**src/hw/rtl/sjf_pkg.sv**
```systemverilog
// Shared constants, record and control types for the shortest-job-first scheduler.
`default_nettype none

package sjf_pkg;

	// Capacity of the process store and derived index widths.
	localparam int MAX_PROCS = 16;
	localparam int IDX_W     = $clog2(MAX_PROCS);
	localparam int CNT_W     = $clog2(MAX_PROCS + 1);

	// Field widths of the transactions.
	localparam int ID_W   = 8;
	localparam int TIME_W = 16;
	localparam int TICK_W = 21;
	localparam int SUM_W  = 25;

	// One stored process record.
	typedef struct packed {
		logic [ID_W-1:0]   id;
		logic [TIME_W-1:0] burst;
		logic [TIME_W-1:0] arrival;
	} entry_t;

	// Commands from the controller to the datapath.
	typedef struct packed {
		logic load;
		logic scan_init;
		logic scan_issue;
		logic calc;
		logic emit;
		logic clear;
	} cmd_t;

	// Status from the datapath to the controller.
	typedef struct packed {
		logic issue_last;
		logic last_pick;
		logic out_free;
	} status_t;

endpackage

`default_nettype wire

```
**src/hw/rtl/sjf_job_if.sv**
```systemverilog
// Channel interface that carries process records into the scheduler.
`default_nettype none

interface sjf_job_if;
	logic                        valid;
	logic                        ready;
	logic [sjf_pkg::ID_W-1:0]    proc_id;
	logic [sjf_pkg::TIME_W-1:0]  burst_time;
	logic [sjf_pkg::TIME_W-1:0]  arrival_time;
	logic                        final_record;

	modport source (output valid, proc_id, burst_time, arrival_time, final_record, input ready);
	modport sink   (input valid, proc_id, burst_time, arrival_time, final_record, output ready);
endinterface

`default_nettype wire

```
**src/hw/rtl/sjf_run_if.sv**
```systemverilog
// Channel interface that carries schedule results out of the scheduler.
`default_nettype none

interface sjf_run_if;
	logic                        valid;
	logic                        ready;
	logic [sjf_pkg::ID_W-1:0]    run_id;
	logic [sjf_pkg::TIME_W-1:0]  run_burst;
	logic [sjf_pkg::TICK_W-1:0]  start_tick;
	logic [sjf_pkg::TICK_W-1:0]  finish_tick;
	logic [sjf_pkg::TICK_W-1:0]  wait_ticks;
	logic [sjf_pkg::TICK_W-1:0]  turnaround_ticks;
	logic [sjf_pkg::SUM_W-1:0]   wait_total;
	logic [sjf_pkg::SUM_W-1:0]   turnaround_total;
	logic                        run_last;

	modport source (output valid, run_id, run_burst, start_tick, finish_tick, wait_ticks,
		turnaround_ticks, wait_total, turnaround_total, run_last, input ready);
	modport sink   (input valid, run_id, run_burst, start_tick, finish_tick, wait_ticks,
		turnaround_ticks, wait_total, turnaround_total, run_last, output ready);
endinterface

`default_nettype wire

```
**src/hw/rtl/sjf_ctrl.sv**
```systemverilog
// Controller state machine that sequences loading, scanning and result emission.
`default_nettype none

module sjf_ctrl (
	input  wire logic             clk,
	input  wire logic             arst_n,
	input  wire logic             job_valid,
	input  wire logic             job_final,
	output logic                  job_ready,
	input  wire sjf_pkg::status_t sts,
	output sjf_pkg::cmd_t         cmd
);

	localparam logic [2:0] ST_LOAD  = 3'd0;
	localparam logic [2:0] ST_SCAN  = 3'd1;
	localparam logic [2:0] ST_DRAIN = 3'd2;
	localparam logic [2:0] ST_CALC  = 3'd3;
	localparam logic [2:0] ST_EMIT  = 3'd4;

	logic [2:0] state_q;
	logic [2:0] state_d;

	// Command decode from the current state and handshake status.
	always_comb begin
		job_ready      = (state_q == ST_LOAD);
		cmd.load       = job_valid && job_ready;
		cmd.scan_issue = (state_q == ST_SCAN);
		cmd.calc       = (state_q == ST_CALC);
		cmd.emit       = (state_q == ST_EMIT) && sts.out_free;
		cmd.clear      = cmd.emit && sts.last_pick;
		cmd.scan_init  = (cmd.load && job_final) || (cmd.emit && !sts.last_pick);
	end

	// Next-state logic.
	always_comb begin
		state_d = state_q;
		case (state_q)
			ST_LOAD: begin
				if (cmd.load && job_final) begin
					state_d = ST_SCAN;
				end
			end
			ST_SCAN: begin
				if (sts.issue_last) begin
					state_d = ST_DRAIN;
				end
			end
			ST_DRAIN: begin
				state_d = ST_CALC;
			end
			ST_CALC: begin
				state_d = ST_EMIT;
			end
			ST_EMIT: begin
				if (cmd.emit) begin
					state_d = sts.last_pick ? ST_LOAD : ST_SCAN;
				end
			end
			default: begin
				state_d = ST_LOAD;
			end
		endcase
	end

	// State register.
	always_ff @(posedge clk or negedge arst_n) begin
		if (!arst_n) begin
			state_q <= ST_LOAD;
		end else begin
			state_q <= state_d;
		end
	end

endmodule

`default_nettype wire

```
**src/hw/rtl/sjf_dp.sv**
```systemverilog
// Datapath: process store, selection scan, timing arithmetic and result register.
`default_nettype none

module sjf_dp (
	input  wire logic                        clk,
	input  wire logic                        arst_n,
	input  wire sjf_pkg::cmd_t               cmd,
	output sjf_pkg::status_t                 sts,
	input  wire logic [sjf_pkg::ID_W-1:0]    proc_id,
	input  wire logic [sjf_pkg::TIME_W-1:0]  burst_time,
	input  wire logic [sjf_pkg::TIME_W-1:0]  arrival_time,
	sjf_run_if.source                        run
);

	localparam int N      = sjf_pkg::MAX_PROCS;
	localparam int IDX_W  = sjf_pkg::IDX_W;
	localparam int CNT_W  = sjf_pkg::CNT_W;
	localparam int TIME_W = sjf_pkg::TIME_W;
	localparam int TICK_W = sjf_pkg::TICK_W;
	localparam int SUM_W  = sjf_pkg::SUM_W;

	// Process store, one record per entry.
	sjf_pkg::entry_t mem [N];

	// Batch control state.
	logic [CNT_W-1:0]  count_q;
	logic [CNT_W-1:0]  emitted_q;
	logic [IDX_W-1:0]  idx_q;
	logic [N-1:0]      done_q;
	logic [TICK_W-1:0] clock_q;
	logic [SUM_W-1:0]  wait_sum_q;
	logic [SUM_W-1:0]  turn_sum_q;

	// Scan pipeline stage after the registered memory read.
	logic              vld_s1;
	logic [IDX_W-1:0]  idx_s1;
	sjf_pkg::entry_t   rd_s1;

	// Best arrived candidate and earliest-arrival fallback candidate.
	logic              have_best_q;
	sjf_pkg::entry_t   best_q;
	logic [IDX_W-1:0]  best_idx_q;
	logic              have_min_q;
	sjf_pkg::entry_t   min_q;
	logic [IDX_W-1:0]  min_idx_q;

	// Computed times of the chosen job.
	sjf_pkg::entry_t   sel_q;
	logic [IDX_W-1:0]  sel_idx_q;
	logic [TICK_W-1:0] start_q;
	logic [TICK_W-1:0] finish_q;
	logic [TICK_W-1:0] wait_q;
	logic [TICK_W-1:0] turn_q;

	// Result register.
	logic              out_valid_q;

	logic              store_room;
	logic              cand_done;
	logic              cand_arrived;
	logic              take_best;
	logic              take_min;
	sjf_pkg::entry_t   pick_c;
	logic [IDX_W-1:0]  pick_idx_c;
	logic [TICK_W-1:0] pick_start_c;
	logic [TICK_W-1:0] pick_arr_c;
	logic [TICK_W-1:0] pick_burst_c;

	assign store_room = (count_q < CNT_W'(N));

	// Status toward the controller.
	always_comb begin
		sts.issue_last = ({1'b0, idx_q} == (count_q - CNT_W'(1)));
		sts.last_pick  = ((emitted_q + CNT_W'(1)) == count_q);
		sts.out_free   = !out_valid_q || run.ready;
	end

	// Store write on each accepted record while there is room.
	always_ff @(posedge clk) begin
		if (cmd.load && store_room) begin
			mem[count_q[IDX_W-1:0]] <= '{id: proc_id, burst: burst_time, arrival: arrival_time};
		end
	end

	// Registered store read for the scan.
	always_ff @(posedge clk) begin
		if (cmd.scan_issue) begin
			rd_s1  <= mem[idx_q];
			idx_s1 <= idx_q;
		end
	end

	// Candidate comparison on the entry that comes out of the read stage.
	always_comb begin
		cand_done    = done_q[idx_s1];
		cand_arrived = !cand_done && ({{(TICK_W-TIME_W){1'b0}}, rd_s1.arrival} <= clock_q);
		take_best    = vld_s1 && cand_arrived && (!have_best_q ||
			(rd_s1.burst < best_q.burst) ||
			((rd_s1.burst == best_q.burst) && (rd_s1.arrival < best_q.arrival)));
		take_min     = vld_s1 && !cand_done && (!have_min_q ||
			(rd_s1.arrival < min_q.arrival) ||
			((rd_s1.arrival == min_q.arrival) && (rd_s1.burst < min_q.burst)));
	end

	// Candidate payload registers.
	always_ff @(posedge clk) begin
		if (take_best) begin
			best_q     <= rd_s1;
			best_idx_q <= idx_s1;
		end
		if (take_min) begin
			min_q     <= rd_s1;
			min_idx_q <= idx_s1;
		end
	end

	// Chosen job: the best arrived one, otherwise idle to the earliest arrival.
	always_comb begin
		pick_c       = have_best_q ? best_q : min_q;
		pick_idx_c   = have_best_q ? best_idx_q : min_idx_q;
		pick_arr_c   = {{(TICK_W-TIME_W){1'b0}}, pick_c.arrival};
		pick_burst_c = {{(TICK_W-TIME_W){1'b0}}, pick_c.burst};
		pick_start_c = have_best_q ? clock_q : pick_arr_c;
	end

	// Timing arithmetic of the chosen job.
	always_ff @(posedge clk) begin
		if (cmd.calc) begin
			sel_q     <= pick_c;
			sel_idx_q <= pick_idx_c;
			start_q   <= pick_start_c;
			finish_q  <= pick_start_c + pick_burst_c;
			wait_q    <= pick_start_c - pick_arr_c;
			turn_q    <= pick_start_c - pick_arr_c + pick_burst_c;
		end
	end

	// Result payload register.
	always_ff @(posedge clk) begin
		if (cmd.emit) begin
			run.run_id           <= sel_q.id;
			run.run_burst        <= sel_q.burst;
			run.start_tick       <= start_q;
			run.finish_tick      <= finish_q;
			run.wait_ticks       <= wait_q;
			run.turnaround_ticks <= turn_q;
			run.wait_total       <= wait_sum_q + {{(SUM_W-TICK_W){1'b0}}, wait_q};
			run.turnaround_total <= turn_sum_q + {{(SUM_W-TICK_W){1'b0}}, turn_q};
			run.run_last         <= sts.last_pick;
		end
	end

	assign run.valid = out_valid_q;

	// Control state of the batch, the scan and the result register.
	always_ff @(posedge clk or negedge arst_n) begin
		if (!arst_n) begin
			count_q     <= '0;
			emitted_q   <= '0;
			idx_q       <= '0;
			done_q      <= '0;
			clock_q     <= '0;
			wait_sum_q  <= '0;
			turn_sum_q  <= '0;
			vld_s1      <= 1'b0;
			have_best_q <= 1'b0;
			have_min_q  <= 1'b0;
			out_valid_q <= 1'b0;
		end else begin
			vld_s1 <= cmd.scan_issue;

			// Record count grows until the store is full.
			if (cmd.load && store_room) begin
				count_q <= count_q + CNT_W'(1);
			end

			// Scan address and candidate flags.
			if (cmd.scan_init) begin
				idx_q       <= '0;
				have_best_q <= 1'b0;
				have_min_q  <= 1'b0;
			end else begin
				if (cmd.scan_issue) begin
					idx_q <= idx_q + IDX_W'(1);
				end
				if (take_best) begin
					have_best_q <= 1'b1;
				end
				if (take_min) begin
					have_min_q <= 1'b1;
				end
			end

			// Commit of one pick, or a fresh batch after the last one.
			if (cmd.clear) begin
				count_q    <= '0;
				emitted_q  <= '0;
				done_q     <= '0;
				clock_q    <= '0;
				wait_sum_q <= '0;
				turn_sum_q <= '0;
			end else if (cmd.emit) begin
				emitted_q         <= emitted_q + CNT_W'(1);
				done_q[sel_idx_q] <= 1'b1;
				clock_q           <= finish_q;
				wait_sum_q        <= wait_sum_q + {{(SUM_W-TICK_W){1'b0}}, wait_q};
				turn_sum_q        <= turn_sum_q + {{(SUM_W-TICK_W){1'b0}}, turn_q};
			end

			// Result register holds until the transaction completes.
			if (cmd.emit) begin
				out_valid_q <= 1'b1;
			end else if (run.ready) begin
				out_valid_q <= 1'b0;
			end
		end
	end

	// A result is only loaded when the register is free.
	assert property (@(posedge clk) disable iff (!arst_n) cmd.emit |-> sts.out_free)
		else $error("result loaded over a pending transaction");

	// A loaded result is presented in the next cycle.
	assert property (@(posedge clk) disable iff (!arst_n) cmd.emit |=> run.valid)
		else $error("loaded result not presented");

	// Every pick finds a job, arrived or the next to arrive.
	assert property (@(posedge clk) disable iff (!arst_n) cmd.calc |-> (have_best_q || have_min_q))
		else $error("no candidate at the end of a scan");

	// The record count never passes the store capacity.
	assert property (@(posedge clk) disable iff (!arst_n) count_q <= CNT_W'(N))
		else $error("record count beyond capacity");

endmodule

`default_nettype wire

```
**src/hw/rtl/sjf_process_scheduler_core.sv**
```systemverilog
// Non-preemptive shortest-job-first scheduler: top level joining controller and datapath.
// Loading accepts one record transaction per cycle while in the load state; records beyond the
// store capacity are dropped. Each pick scans all stored records through one registered store
// read port, then passes the drain and calculation states before loading the result register.
// The next batch's records are accepted while the final result still waits in the output register.
// Asynchronous active-low reset empties the batch and clears the output valid; store contents
// are left as they are and are only read after being written.
`default_nettype none

module sjf_process_scheduler_core (
	input  wire logic clk,
	input  wire logic arst_n,
	sjf_job_if.sink   job,
	sjf_run_if.source run
);

	sjf_pkg::cmd_t    cmd;
	sjf_pkg::status_t sts;
	logic             job_ready;

	assign job.ready = job_ready;

	// Sequencer for load, scan, calculation and emission.
	sjf_ctrl u_ctrl (
		.clk       (clk),
		.arst_n    (arst_n),
		.job_valid (job.valid),
		.job_final (job.final_record),
		.job_ready (job_ready),
		.sts       (sts),
		.cmd       (cmd)
	);

	// Store, selection and timing datapath with the result register.
	sjf_dp u_dp (
		.clk          (clk),
		.arst_n       (arst_n),
		.cmd          (cmd),
		.sts          (sts),
		.proc_id      (job.proc_id),
		.burst_time   (job.burst_time),
		.arrival_time (job.arrival_time),
		.run          (run)
	);

endmodule

`default_nettype wire

```
**src/flat_wrapper.sv**
```systemverilog
// flat-port wrapper written by rule: the top's interface ports become plain ports
module sjf_process_scheduler_core_flat 
  (clk, arst_n, job_valid, job_proc_id, job_burst_time, job_arrival_time, job_final_record, job_ready, run_valid, run_run_id, run_run_burst, run_start_tick, run_finish_tick, run_wait_ticks, run_turnaround_ticks, run_wait_total, run_turnaround_total, run_run_last, run_ready);
  sjf_job_if job_i ();
  sjf_run_if run_i ();
  input  wire logic clk;
  input  wire logic arst_n;
  input wire logic [$bits(job_i.valid)-1:0] job_valid;
  input wire logic [$bits(job_i.proc_id)-1:0] job_proc_id;
  input wire logic [$bits(job_i.burst_time)-1:0] job_burst_time;
  input wire logic [$bits(job_i.arrival_time)-1:0] job_arrival_time;
  input wire logic [$bits(job_i.final_record)-1:0] job_final_record;
  output wire logic [$bits(job_i.ready)-1:0] job_ready;
  output wire logic [$bits(run_i.valid)-1:0] run_valid;
  output wire logic [$bits(run_i.run_id)-1:0] run_run_id;
  output wire logic [$bits(run_i.run_burst)-1:0] run_run_burst;
  output wire logic [$bits(run_i.start_tick)-1:0] run_start_tick;
  output wire logic [$bits(run_i.finish_tick)-1:0] run_finish_tick;
  output wire logic [$bits(run_i.wait_ticks)-1:0] run_wait_ticks;
  output wire logic [$bits(run_i.turnaround_ticks)-1:0] run_turnaround_ticks;
  output wire logic [$bits(run_i.wait_total)-1:0] run_wait_total;
  output wire logic [$bits(run_i.turnaround_total)-1:0] run_turnaround_total;
  output wire logic [$bits(run_i.run_last)-1:0] run_run_last;
  input wire logic [$bits(run_i.ready)-1:0] run_ready;
  assign job_i.valid = job_valid;
  assign job_i.proc_id = job_proc_id;
  assign job_i.burst_time = job_burst_time;
  assign job_i.arrival_time = job_arrival_time;
  assign job_i.final_record = job_final_record;
  assign job_ready = job_i.ready;
  assign run_valid = run_i.valid;
  assign run_run_id = run_i.run_id;
  assign run_run_burst = run_i.run_burst;
  assign run_start_tick = run_i.start_tick;
  assign run_finish_tick = run_i.finish_tick;
  assign run_wait_ticks = run_i.wait_ticks;
  assign run_turnaround_ticks = run_i.turnaround_ticks;
  assign run_wait_total = run_i.wait_total;
  assign run_turnaround_total = run_i.turnaround_total;
  assign run_run_last = run_i.run_last;
  assign run_i.ready = run_ready;
  sjf_process_scheduler_core u_core (.clk(clk), .arst_n(arst_n), .job(job_i), .run(run_i));
endmodule
```
**config.mk**
```make
export PLATFORM = sky130hd
export DESIGN_NAME = sjf_process_scheduler_core_flat
export DESIGN_NICKNAME = d
export VERILOG_FILES = /design/src/hw/rtl/sjf_pkg.sv /design/src/hw/rtl/sjf_job_if.sv /design/src/hw/rtl/sjf_run_if.sv /design/src/hw/rtl/sjf_ctrl.sv /design/src/hw/rtl/sjf_dp.sv /design/src/hw/rtl/sjf_process_scheduler_core.sv /design/src/flat_wrapper.sv
export SDC_FILE = /design/constraint.sdc
export NUM_CORES = 1
export LEC_CHECK = 0
export ABC_CLOCK_PERIOD_IN_PS = 8600
export BUFFER_PORTS_ARGS = -buffer_cell sky130_fd_sc_hd__buf_2
export CORE_AREA = 2 2 350 352
export CTS_CLUSTER_SIZE = 24
export DETAILED_ROUTE_END_ITERATION = 7
export DIE_AREA = 0 0 352 354
export PLACE_DENSITY = 0.53
export SETUP_SLACK_MARGIN = 0.05
export SLEW_MARGIN = 20
export SYNTH_ARGS = -nofsm -noshare
export SYNTH_HDL_FRONTEND = slang
export SYNTH_SLANG_ARGS = --single-unit
export TNS_END_PERCENT = 50
```
**constraint.sdc**
```tcl
create_clock -name clk -period 8.6 [get_ports clk]
set_input_delay 0.86 -clock clk [delete_from_list [all_inputs] [get_ports clk]]
set_output_delay 0.86 -clock clk [all_outputs]
set_load 0.05 [all_outputs]
```
Yosys cells after proc, flatten, opt, wreduce, memory -nomap -nowiden
Memory sizes are Yosys's and may differ from the RTL's. A register that Yosys moved wholly into a read port is not among the register bits. Cells that the tools add are included.

Input port bits: 45. Output and inout port bits: 161. Memories: 1. RAM bits: 640. Logic and storage cells: 135. Register bits: 471.

Memories: u_core.u_dp.mem (words 16, width 40, read ports 1, clocked after memory_dff 1, wr ports 1, line sjf_dp.sv:23) `sjf_pkg::entry_t mem [N];`.

Magnitude comparators: 9. Reduce and logical (&&, ||, !) cells: 33. Eq/ne operators: 11. Bitwise logic cells: 1. Add/sub/neg operators: 9. Mux-type cells: 34.

Operators by type and width (number): 2-to-1 mux 25 bit (4); less-than comparator 16 bit (4); 2-to-1 mux 21 bit (3); adder 25 x 21 -> 25 bit (2); adder 21 x 16 -> 21 bit (2); 2-to-1 mux 40 bit (1); == test 16 bit (2); 2-to-1 mux 16 bit (2); less-or-equal comparator 16 x 21 -> 1 bit (1); subtractor 21 x 16 -> 21 bit (1); 2-to-1 mux 5 bit (4); bitwise OR 16 bit (1); one-hot mux 3 bit (5 select lines) (1); logical AND 1 bit (14); 2-to-1 mux 4 bit (3); nonzero test 2 bit (6); 2-to-1 mux 1 bit (11); adder 5 x 1 -> 5 bit (second input constant) (2); less-than comparator 4 x 5 -> 1 bit (second input constant) (2); 2-to-1 mux 3 bit (3); == test 3 x 2 -> 1 bit (second input constant) (2); logical OR 1 bit (6); != test 2 x 1 -> 1 bit (second input constant) (3); == test 4 x 5 -> 1 bit (1); other kinds (12) (16).

Depth between registers and ports, before layout
Gate-level depths: netlist of the first run.

Depth in word-level cells: 8. Depth in mapped cells: 23. Depth with buffers taken out: 20.

Hierarchy
From an unflattened synthesis of the first run, not the netlist that was laid out.

Cell total of the unflattened synthesis: 2763. Area total of the unflattened synthesis: 48222.5 µm².

Modules (own cells, without submodules): sjf_dp (seq. area each 33947.6 µm², cells each 2738, area an instance 47996.0 µm², times used 1); sjf_ctrl (seq. area each 75.1 µm², cells each 25, area an instance 226.5 µm², times used 1).

Least setup slack after synthesis of the first run
No wires, ideal clock.

Path type: flip-flop to flip-flop. From: reg u_core.u_ctrl.state_q[2]. To: mem u_core.u_dp.mem[0][0] (netlist bit) (enable). Cell stages (with the launch flop): 5. Setup time: 538 ps. Data required time: 8062 ps. Path slack: 1917 ps. Path buffers: 1. Period minus slack after synthesis: 6683 ps. Data arrival time: 6145 ps. Cell sequence: dfrtp_1 clkbuf_1 nor3_1 nand3b_1 nor4_1.

Word-level cells in the longest chain between the ends: 5.

Ends and longest elaborated chain: start: declaration (line sjf_ctrl.sv:20) `logic [2:0] state_q;`; start signal: assignment (line sjf_ctrl.sv:70) `state_q <= state_d;`; logical NOT 3 bit (line sjf_ctrl.sv:25) `job_ready = (state_q == ST_LOAD);`; via job_ready (line flat_wrapper.sv:13) `output wire logic [$bits(job_i.ready)-1:0] job_ready;`; logical AND 1 bit (line sjf_ctrl.sv:26) `cmd.load = job_valid && job_ready;`; logical AND 1 bit (line sjf_dp.sv:80) `if (cmd.load && store_room) begin`; 2-to-1 mux 1 bit (line sjf_dp.sv:80); 2-to-1 mux 1 bit (implied by the code) (line sjf_dp.sv:81) `mem[count_q[IDX_W-1:0]] <= '{id: proc_id, burst: burst_time, arrival: arrival_time};`; end: declaration (line sjf_dp.sv:23).

The timed path passes the listed nets, and every way through them passes these cells.

Worst setup path after layout of the first run
From: reg u_core.u_dp.have_best_q. To: reg u_core.u_dp.turn_q[19], data pin.

Word-level cells in the longest chain between the ends: 4.

Ends and longest elaborated chain: start: declaration (line sjf_dp.sv:40) `logic have_best_q;`; start signal: assignment (line sjf_dp.sv:166) `have_best_q <= 1'b0;`; start signal: assignment (line sjf_dp.sv:180) `have_best_q <= 1'b0;`; start signal: assignment (line sjf_dp.sv:187) `have_best_q <= 1'b1;`; 2-to-1 mux 40 bit (line sjf_dp.sv:119) `pick_c = have_best_q ? best_q : min_q;`; 2-to-1 mux 21 bit * (line sjf_dp.sv:123) `pick_start_c = have_best_q ? clock_q : pick_arr_c;`; via u_core.u_dp.pick_start_c[2] (line sjf_dp.sv:65) `logic [TICK_W-1:0] pick_start_c;`; subtractor 21 x 16 -> 21 bit * (line sjf_dp.sv:134) `turn_q <= pick_start_c - pick_arr_c + pick_burst_c;`; adder 21 x 16 -> 21 bit * (line sjf_dp.sv:134); end signal: assignment (line sjf_dp.sv:134); end: declaration (line sjf_dp.sv:53) `logic [TICK_W-1:0] turn_q;`.

Mark *: on every way through the listed nets, which the timed path passes. The rest lies on a longest branch. A chain may end at the register's enable or synchronous reset.

==> results.py, run 1 <==
metrics = {
    "run_status": {
        "status": "complete, no violations",
    },
    "yosys": {
        "ys_types": 83,
        "async_reset_ff_share_pct": 9.383,
        "synth_area_leaders": "edfxtp_1, mux4_2, dfrtp_1",
        "synth_enable_flop_cells": 1043,
        "synth_flop_cell": "edfxtp_1",
        "synth_cells": 2745,
        "avgSynthCellArea_um2": 17.50,
        "synth_common_cells": "edfxtp_1, mux4_2, ha_1",
        "netlist_area_mm2": 0.04805,
        "syn-num-nets": 2970,
        "yosys.area.top_type_share_pct": 65.18,
        "synth_top_area_cell": "edfxtp_1",
        "synth.yosys.seq_area_share_pct": 70.81,
        "ys_ff_latch": 1151,
        "yosys_warnings": 0,
        "yosysMostFrequentCell": "edfxtp_1",
    },
    "worst_setup_path": {
        "required_ns": 9.07,
        "start_kind": "flop",
        "worst-path-max-fanout": 78,
        "critPathCaptureType": "flop",
        "worstReg2RegEnd": "u_core.u_dp.turn_q[19]$_DFFE_PP_",
        "arrival_ns": 5.92,
        "setup.worst_path.end": "u_core.u_dp.turn_q[19]$_DFFE_PP_",
        "startpoint": "u_core.u_dp.have_best_q$_DFFE_PN0P_",
        "r2r.worst_path.cells": 17,
        "r2r_slack_ns": 3.15,
        "path_class": "reg2reg",
        "r2r_start": "u_core.u_dp.have_best_q$_DFFE_PN0P_",
    },
    "place": {
        "gp_congestion": 0.8763,
        "dp_hpwl_mm": 70.60,
        "placed_area_mm2": 0.05121,
        "port_buffers": 205,
    },
    "global_route": {
        "grt-ovfl-total": 0,
        "grt_pass1_wl_mm": 173.6,
        "grt_use_total_pct": 18.77,
        "antenna_found_initial": 11,
        "grt_max_degree": 138,
        "grt_pass1_vias": 26710,
    },
    "floorplanning": {
        "die_x_um": 352,
        "die_h_um": 354,
        "core_mm2": 0.1209,
        "fp.dieArea_mm2": 0.1246,
        "start_util_pct": 39.74,
        "io_pins": 206,
        "rows": 128,
    },
    "cells_and_area": {
        "area_delta_synth_final_pct": 15.32,
        "drive_gt1_share_pct": 22.34,
        "final_cell_area_mm2": 0.05541,
        "nets": 3255,
    },
    "detailed_routing": {
        "drc": 0,
        "ant_nets": 0,
        "num_vias": 25360,
        "firstDrtPassIters": 5,
        "wirelength_mm": 115.9,
        "viasPerCell": 5.327,
        "drtIter0Drc": 1748,
        "wire_per_inst_um": 24.35,
    },
    "clocking": {
        "cts_sinks": 1151,
        "cts_buffer_depth": 3,
        "cts.htree.levels": 4,
        "cts_inserted_buffers": 130,
        "clk_latency_ns": 0.75,
        "cts_hold_buf": 0,
        "clk_pin_slew_ns": 0.06,
        "post_cts_buffers": 0,
        "cts-root-buf": "clkbuf_16",
        "ctsResizeCount": 0,
        "cts_tree": "done",
    },
    "pwr": {
        "seq_power_share_pct": 36.0,
        "design_power_total_mw": 24.96,
        "comb_power_share_pct": 42.4,
        "p_leak_nw": 19.70,
        "p_per_area_mw_per_mm2": 450.5,
        "power.switching_mw": 9.542,
        "vdd_drop_max_uv": 428.8,
        "clkPwrFrac_pct": 21.6,
        "intPower_mw": 15.42,
        "switching_share_pct": 38.23,
    },
    "sta": {
        "rsz0062_at_grt": "no",
        "skew_ns": 0.02041,
        "setup_violations": 0,
        "drv_slew": 0,
        "fmax_mhz": 183.5,
        "min_period_ns": 5.451,
        "timing.slew.headroom_pct": 23.67,
        "tightest_slew_ns": 1.133,
        "hold_violations": 0,
        "timing.setup.tns_ns": 0,
        "finalCritPeriodShare_pct": 63.38,
    },
    "job": {
        "drv_cap": 0,
    },
    "hold_path": {
        "worst_hold_path_type": "in2async",
    },
}
-- worst max-delay path: stages, from the launching register on --
cell and delay, ns:
dfrtp_4 0.65, buf_4 0.70, o21ai_0 0.32, ha_1 0.32
o31ai_1 0.58, a21o_2 0.28, nand2_1 0.06, a21oi_1 0.17
xnor2_1 0.12, ha_1 0.34, o221ai_1 0.14, o21ai_0 0.31
nand4_1 0.14, mux2i_1 0.27, a211oi_4 0.07, o311ai_2 0.31
o221ai_1 0.20, xnor2_1 0.16
-- layout by cell type (no fill, tap or decap), types with 8 or more instances in the layout --
master	n
clkinv_1	19
bufinv_16	8
nor4_2	8
ha_1	175
nand4_1	15
and3_1	9
o31ai_1	10
clkbuf_16	132
nand3_1	18
xor2_1	36
mux2i_1	21
o2111ai_1	8
or3_1	10
o21bai_1	13
buf_4	38
a211oi_1	10
a21boi_0	8
dfrtp_1	103
mux4_2	205
nor3_1	19
nor2b_1	23
a21o_1	52
o21ai_0	87
inv_1	133
o211ai_1	10
clkbuf_1	30
o22ai_1	19
edfxtp_1	1043
nor2_1	92
a31oi_1	13
o21a_1	32
a21oi_1	95
nand2_1	147
buf_2	204
a22o_1	31
mux2_2	13
nand2b_1	17
clkinv_2	22
xnor2_1	69
-- layer usage --
| metal | track usage [%] | vias to the layer above | wire, um |
|---|---|---|---|
| met5 | 0 | - | 62 |
| met4 | 6.077 | 10 | 3038 |
| met3 | 3.144 | 185 | 5321 |
| met2 | 31.41 | 650 | 57120 |
| met1 | 25.03 | 13090 | 50380 |
| li1 | - | 11430 | - |
-- layout make-up --
class,instances,area [um^2]
Inverter,134,510.5
Fill cell,10330,65500
Tap cell,1625,2033
Clock inverter,69,716.9
Antenna cell,2,5.005
Multi-Input combinational cell,1370,13300
Timing Repair Buffer,243,1326
Sequential cell,1151,34040
Clock buffer,167,3485
-- kinds of logic after synthesis --
logic type / count (synthesis) / share of synthesized area, %
flops: 1151 / 70.81
compound gates: 442 / 6.276
simple gates: 402 / 3.966
mux: 239 / 10.35
buf+inv: 224 / 1.820
fa+ha+maj: 180 / 4.765
xor+xnor: 107 / 2.015
-- registers in the layout, summed over array words and instances, names as in the netlist, 24 cells and up --
| name | count |
|---|---|
| u_core.u_dp.sel_q | 24 |
| u_core.u_dp.run.wait_total | 25 |
| u_core.u_dp.best_q | 40 |
| u_core.u_dp.turn_sum_q | 25 |
| u_core.u_dp.run.turnaround_total | 25 |
| u_core.u_dp.wait_sum_q | 25 |
| u_core.u_dp.mem | 640 |
| u_core.u_dp.rd_s1 | 40 |
| u_core.u_dp.min_q | 40 |
-- worst min-delay path by stage --
stage,startpoint,end,slack [ns],cells after the start
after floorplan,u_core.u_dp.sel_q[16]$_DFFE_PP_,u_core.u_dp.run.run_burst[0]$_DFFE_PP_,0.40,0
after global placement,u_core.u_dp.sel_q[18]$_DFFE_PP_,u_core.u_dp.run.run_burst[2]$_DFFE_PP_,0.40,0
after detailed placement,u_core.u_dp.start_q[11]$_DFFE_PP_,u_core.u_dp.run.start_tick[11]$_DFFE_PP_,0.41,0
after CTS,arst_n,u_core.u_dp.turn_sum_q[11]$_DFFE_PN0P_,0.13,1
after global routing,arst_n,u_core.u_dp.turn_sum_q[13]$_DFFE_PN0P_,0.17,1
final,arst_n,u_core.u_dp.turn_sum_q[11]$_DFFE_PN0P_,0.14,1
-- power groups by stage --
| stage | registers (mW) | clock network [mW] | logic [mW] |
|---|---|---|---|
| after global placement | 9.09 | 0 | 10.5 |
| final | 8.98 | 5.40 | 10.6 |
| after global routing | 9.11 | 5.76 | 11.7 |
| after detailed placement | 9.12 | 0 | 10.6 |
| after floorplan | 9.00 | 0 | 7.47 |
| after CTS | 9.01 | 5.55 | 10.7 |
-- per-stage QoR --
stage               setup WS, ns  instances  hold WS, ns  util [%]
global placement           3.177       4523       0.4026     42.35
floorplan                  1.917       2745       0.4003         -
finish                     3.149       4761       0.1443     45.83
detailed placement         3.128       4523       0.4054     42.35
CTS                        3.107       4759       0.1330     45.82
global route               2.720       4759       0.1713     45.82
Note: power is estimated with default switching activity, not from simulation.
==> run 2, diff against run 1 <==
Settings changed: ABC_AREA from default to 1, ABC_CLOCK_PERIOD_IN_PS 8600 to 5500, CORE_AREA 2 2 350 352 to 2 2 354 356, DIE_AREA 0 0 352 354 to 0 0 356 358, PLACE_DENSITY 0.53 to 0.52.
Clock period 8.6 ns to 5.5 ns, I/O delays scaled along.
==> run 2 against run 1 <==
- clock-buffer cell count is 7 lower
- largest cell class unchanged
- total power is 51% higher
- critical endpoint unchanged
- routed wire length is 9.3% higher
- first-iteration DRC count is 37% higher
==> results.py, run 2 <==
metrics = {
    "yosys": {
        "avgSynthCellArea_um2": 13.13,
        "yosys.area_share.adder_pct": 4.670,
        "synth_compound_area_share_pct": 9.738,
        "synth_common_cells": "edfxtp_1, nand2_1, nor2_1",
        "synth_top_area_cell": "edfxtp_1",
        "synth_top_family_by_area": "compound AO/OA/AOI/OAI gates",
        "ys_types": 58,
        "synthXorXnorAreaFrac_pct": 1.878,
        "synth_enable_flop_cells": 1043,
        "ys_ff_latch": 1151,
        "netlist_area_mm2": 0.04903,
        "synth.yosys.seq_area_share_pct": 69.39,
        "synth_area_leaders": "edfxtp_1, dfrtp_1, ha_1",
        "synth_flop_cell": "edfxtp_1",
        "async_reset_ff_share_pct": 9.383,
        "yosys.area.top_type_share_pct": 63.88,
        "synthMuxAreaShare_pct": 2.572,
        "synth-simple-area-share_pct": 8.447,
        "synth_cells": 3734,
        "yosys_warnings": 0,
        "yosysMostFrequentCell": "edfxtp_1",
        "syn-num-nets": 3959,
    },
    "worst_setup_path": {
        "cp_slowest_cell": "fa_1",
        "arrival_ns": 5.04,
        "path_cells": "inv_1 -> nand2_1 -> o21ai_0 -> inv_1 -> ha_1 -> fa_1 -> nand3b_1 -> nand2_1 -> nand3_1 -> nand2_2 -> a21oi_1 -> xnor2_1 -> ha_1 -> nand2_1 -> nor4_1 -> a21oi_1 -> inv_1 -> nand3_1 -> nand2_1 -> nand2_1 -> nand2_1 -> nand2_1 -> nand3_1 -> nand2_1",
        "timing.critical_path.mode_cell": "nand2_1",
        "startpoint": "u_core.u_dp.have_best_q$_DFFE_PN0P_",
        "start_kind": "flop",
        "critPathCaptureType": "flop",
        "required_ns": 5.97,
        "path_class": "reg2reg",
        "slowest_delay_ns": 0.43,
        "worst-path-max-fanout": 16,
        "r2r_start": "u_core.u_dp.have_best_q$_DFFE_PN0P_",
    },
    "clocking": {
        "cts_sinks": 1151,
        "clk_pin_slew_ns": 0.06,
        "cts_tree": "done",
        "ctsResizeCount": 0,
        "cts-root-buf": "clkbuf_16",
        "cts_buffer_depth": 3,
        "clk_latency_ns": 0.73,
        "cts.htree.levels": 3,
        "cts_inserted_buffers": 121,
    },
    "sta": {
        "hold_violations": 0,
        "timing.setup.tns_ns": 0,
        "rsz0062_at_grt": "no",
        "timing.hold.ws_ns": 0.1755,
        "skew_ns": 0.03980,
        "min_period_ns": 4.573,
        "timing.slew.headroom_pct": 32.73,
        "setup_violations": 0,
        "fmax_mhz": 218.7,
        "finalCritPeriodShare_pct": 83.15,
        "drv_slew": 0,
        "tightest_slew_ns": 1.007,
    },
    "place": {
        "dp_cells": 5485,
        "dp_hpwl_mm": 78.88,
        "gp_congestion": 0.8854,
        "port_buffers": 205,
    },
    "detailed_routing": {
        "ant_nets": 0,
        "num_vias": 29860,
        "drtIter0Drc": 2389,
        "wire_per_inst_um": 22.16,
        "wirelength_mm": 126.7,
        "firstDrtPassIters": 5,
        "drc": 0,
        "viasPerCell": 5.223,
    },
    "floorplanning": {
        "rows": 129,
        "core_mm2": 0.1233,
        "io_pins": 206,
        "die_h_um": 358,
        "die_x_um": 356,
        "start_util_pct": 39.76,
        "fp.dieArea_mm2": 0.1274,
    },
    "global_route": {
        "grt_use_total_pct": 19.68,
        "grt_pass1_wl_mm": 187.7,
        "grt_max_degree": 171,
        "grt_pass1_vias": 28890,
        "antenna_found_initial": 10,
        "grt-ovfl-total": 0,
    },
    "cells_and_area": {
        "final_common_cell": "edfxtp_1",
        "layout_common_cells": "edfxtp_1, nand2_1, nor2_1",
        "fillerInstances": 11230,
        "nets": 4197,
        "area_delta_synth_final_pct": 14.45,
        "drive_gt1_share_pct": 12.41,
        "largest_reg_flops": 640,
        "stdcell_count": 5717,
    },
    "run_status": {
        "status": "complete, no violations",
    },
    "job": {
        "drv_cap": 0,
    },
    "hold_path": {
        "worst_hold_path_type": "in2reg",
        "min_from": "run_ready",
    },
    "pwr": {
        "vdd_drop_max_uv": 525.4,
        "p_leak_nw": 20.77,
        "p_per_area_mw_per_mm2": 671.0,
        "design_power_total_mw": 37.65,
    },
}
==> run 2: changes by cell type in the layout (fill, tap and decap cells not counted), sizes merged, moves of 34 or more <==
cell and delta:
o21ai +226, o32ai +34, o221ai +117, a21o -43
a21oi +63, nand3 +94, o211ai +36, nand2 +298
mux2i +105, nor2 +272, inv +125, mux4 -205
==> run 2: cell families (layout without fill, tap and decap cells) <==
family	Yosys count	after routing
flops	1151	1151
simple gates	994	994
compound gates	764	764
buf+inv	416	760
fa+ha+maj	180	180
mux	126	126
xor+xnor	103	103
other cells	0	2
==> run 2: metrics by stage <==
step	util (%)	setup slack, ns	cell area (um^2)
6_report	45.51	0.9270	56120
5_1_grt	45.50	0.5485	56110
4_1_cts	45.49	0.9379	56100
3_5_place_dp	42.32	0.9542	52180
3_3_place_gp	42.32	0.9870	52180
2_1_floorplan	-	0.1817	49030
==> run 2: worst paths after layout <==
kind                                                     endpoint  slack, ns  cells past startpoint
min reg2reg                u_core.u_dp.run.run_burst[2]$_DFFE_PP_       0.39                      0
min in group asynchronous  u_core.u_dp.turn_sum_q[14]$_DFFE_PN0P_       0.41                      2
max                              u_core.u_dp.turn_q[19]$_DFFE_PP_       0.93                     24
max in group asynchronous     u_core.u_dp.clock_q[12]$_DFFE_PN0P_       3.94                      3
min                             u_core.u_dp.run.valid$_DFFE_PN0P_       0.18                      4
max reg2reg                      u_core.u_dp.turn_q[19]$_DFFE_PP_       0.93                     24
==> run 2: per-layer routing <==
metal | GRT usage, % | share of wire [%] | vias up
met2 | 32.67 | 48 | 757
met3 | 3.170 | 5.0 | 217
met5 | 0 | 0.054 | -
met4 | 6.203 | 3.2 | 10
met1 | 26.51 | 44 | 14680
li1 | - | - | 14200
==> run 2: critical path, delay by kind of cell, from the launching register on <==
kind	cells	cell delay (ns)
XOR/XNOR	1	0.17
AO/OA/AOI/OAI	3	0.38
flip-flops	1	0.40
adder cells (fa/ha/maj)	3	1.09
buffers and inverters	3	0.60
AND/OR/NAND/NOR	14	1.68
==> run 2: area by class of cell <==
cell class	instances	area (um^2)	share of cell area [%]
Sequential cell	1151	34040	60.65
Multi-Input combinational cell	2167	13550	24.15
Clock buffer	160	3268	5.824
Tap cell	1637	2048	3.650
Timing Repair Buffer	267	1563	2.785
Inverter	264	996.0	1.775
Clock inverter	69	646.9	1.153
Antenna cell	2	5.005	0.008919
==> run 2: report_power, final <==
| group | switching (mW) | internal (mW) |
|---|---|---|
| clock network | 3.42 | 4.60 |
| logic | 10.8 | 5.22 |
| registers | 1.21 | 12.4 |
==> run 2: repair_timing <==
action,CTS,global route
hold buffers,0,1
endpoints found under the hold margin,0,68
buffers inserted,0,0
==> run 3, diff against run 2 <==
Settings changed: ABC_CLOCK_PERIOD_IN_PS 5500 to 3900, PLACE_DENSITY 0.52 to 0.54.
Clock period 5.5 ns to 3.9 ns, I/O delays scaled along.
==> run 3 against run 2 <==
- via count grew 2.3%
- sequential cell count stayed put
- sequential power increased by 40%
- cell count is 2.0% higher
- critical path type unchanged
- die area is the same
- combinational power rose by 64%
- worst hold slack worse by 0.054 ns
- worst setup slack got worse by 0.70 ns
- cell area grew 3.1%
- non-clock buffer count up 120
- fmax rose by 25%
==> results.py, run 3 (same netlist as run 2, synthesis figures left out) <==
metrics = {
    "run_status": {
        "status": "complete, no violations",
    },
    "sta": {
        "drv_slew": 0,
        "setup_violations": 0,
        "timing.slew.headroom_pct": 27.24,
        "finalCritPeriodShare_pct": 94.12,
        "skew_ns": 0.03588,
        "hold_violations": 0,
        "timing.setup.tns_ns": 0,
        "rsz0062_at_grt": "yes",
        "min_period_ns": 3.671,
        "fmax_mhz": 272.4,
        "timing.hold.ws_ns": 0.1213,
        "tightest_slew_ns": 1.084,
    },
    "worst_setup_path": {
        "required_ns": 4.38,
        "critPathCaptureType": "flop",
        "crit_buf_inv": 4,
        "slowest_delay_ns": 0.49,
        "worst-path-max-fanout": 16,
        "start_kind": "flop",
        "arrival_ns": 4.15,
        "cp_slowest_cell": "dfrtp_2",
        "critical_path.top_delay_family": "simple AND/OR/NAND/NOR gates",
        "path_cells": "buf_4 -> clkbuf_16 -> a21oi_4 -> inv_1 -> fa_2 -> nand3b_1 -> nand2_2 -> nand4_1 -> nand3_2 -> xor2_2 -> ha_2 -> a21oi_2 -> o21ai_1 -> a21o_1 -> a21oi_2 -> inv_2 -> nand3_1 -> nand2_2 -> nand2_1 -> nand2_2 -> xor2_1",
        "path_class": "reg2reg",
        "timing.critical_path.mode_cell": "nand2_2",
    },
    "clocking": {
        "cts_buffer_depth": 3,
        "cts_sinks": 1151,
        "clk_latency_ns": 0.75,
        "cts_inserted_buffers": 120,
        "clk_pin_slew_ns": 0.07,
        "cts.htree.levels": 3,
        "cts-root-buf": "clkbuf_16",
        "cts_tree": "done",
    },
    "floorplanning": {
        "core_mm2": 0.1233,
        "start_util_pct": 39.76,
        "fp.dieArea_mm2": 0.1274,
        "die_h_um": 358,
        "die_x_um": 356,
        "rows": 129,
        "io_pins": 206,
    },
    "detailed_routing": {
        "wire_per_inst_um": 21.72,
        "ant_nets": 0,
        "firstDrtPassIters": 5,
        "wirelength_mm": 126.7,
        "drtIter0Drc": 2373,
        "num_vias": 30560,
        "viasPerCell": 5.241,
        "drc": 0,
    },
    "global_route": {
        "grt_max_degree": 140,
        "grt_use_total_pct": 19.65,
        "antenna_found_initial": 10,
        "grt-ovfl-total": 0,
        "grt_pass1_wl_mm": 188.2,
        "grt_pass1_vias": 29100,
    },
    "job": {
        "drv_cap": 0,
    },
    "cells_and_area": {
        "n_antenna_cell": 0,
        "area_delta_synth_final_pct": 18.01,
        "stdcell_count": 5832,
        "fillerInstances": 11060,
        "largest_reg_flops": 640,
        "drive_gt1_share_pct": 15.28,
        "layout_common_cells": "edfxtp_1, nand2_1, nor2_1",
        "nets": 4316,
        "final_common_cell": "edfxtp_1",
    },
    "hold_path": {
        "worst_hold_path_type": "in2reg",
    },
    "place": {
        "port_buffers": 205,
        "dp_cells": 5552,
        "dp_hpwl_mm": 78.64,
        "gp_congestion": 0.8953,
    },
    "pwr": {
        "p_leak_nw": 21.53,
        "design_power_total_mw": 56.81,
        "vdd_drop_max_uv": 879.6,
        "p_per_area_mw_per_mm2": 981.8,
    },
}
## run 3: layer usage
layer / routed length [um] / track usage, % / share of wire [%] / vias up
li1: - / - / - / 14430
met1: 56550 / 27.20 / 45 / 15160
met2: 60890 / 32.50 / 48 / 786
met3: 6427 / 3.018 / 5.1 / 179
met4: 2746 / 4.852 / 2.2 / 8
met5: 49 / 0 / 0.039 / -
## run 3: worst reg2reg max path: cells and delay by family, from the launching register on
family	cells	cell delay [ns]
simple gates	8	0.82
xor+xnor	2	0.30
fa+ha+maj	2	0.67
flops	1	0.49
buf+inv	4	0.46
compound gates	5	0.70
## run 3: area by class of cell
class | count | area, um^2 | share of cell area, %
flip-flops and latches | 1151 | 34040 | 58.83
multi-input cells | 2167 | 13870 | 23.97
clock buffers | 143 | 3110 | 5.376
repair buffers | 387 | 2918 | 5.043
inverters | 264 | 998.5 | 1.726
well taps | 1637 | 2048 | 3.540
clock inverters | 83 | 878.3 | 1.518
## run 3: power breakdown
part / leakage [nW] / internal (mW) / switching [mW] / total, mW
Clock: 1.94 / 6.69 / 4.86 / 11.5
Sequential: 10.8 / 17.5 / 1.57 / 19.1
Combinational: 8.76 / 9.53 / 16.7 / 26.2
Total: 21.5 / 33.7 / 23.1 / 56.8
## run 3: path summary, 6_finish.rpt
check / startpoint / endpoint / slack, ns / cells past startpoint
worst max register to register: u_core.u_dp.have_best_q$_DFFE_PN0P_ / u_core.u_dp.turn_q[15]$_DFFE_PP_ / 0.23 / 21
min in group asynchronous: arst_n / u_core.u_dp.turn_sum_q[24]$_DFFE_PN0P_ / 0.25 / 2
worst min-delay path: job_final_record / u_core.u_ctrl.state_q[0]$_DFFE_PN0P_ / 0.12 / 5
max in group asynchronous: arst_n / u_core.u_dp.have_best_q$_DFFE_PN0P_ / 2.78 / 3
worst min register to register: u_core.u_dp.start_q[2]$_DFFE_PP_ / u_core.u_dp.run.start_tick[2]$_DFFE_PP_ / 0.41 / 0
worst max-delay path: u_core.u_dp.have_best_q$_DFFE_PN0P_ / u_core.u_dp.turn_q[15]$_DFFE_PP_ / 0.23 / 21
## run 3: metrics by stage
step                cell area [um^2]  setup WS, ns  util, %
floorplan                      49120       -0.3069        -
global placement               53050       0.09036    43.02
detailed placement             53050       0.07546    43.02
CTS                            57480       0.07077    46.61
global route                   57860      -0.02539    46.92
finish                         57860        0.2294    46.92
## run 3: what timing repair did
item / 4_1_cts / 5_1_grt
setup endpoints to repair: 1 / 10
endpoints found under the hold margin: 693 / 0
cloned: 0 / 2
resized for setup: 1 / 55
buffers inserted: 2 / 8
pin swaps: 2 / 14
hold buffers: 42 / 0
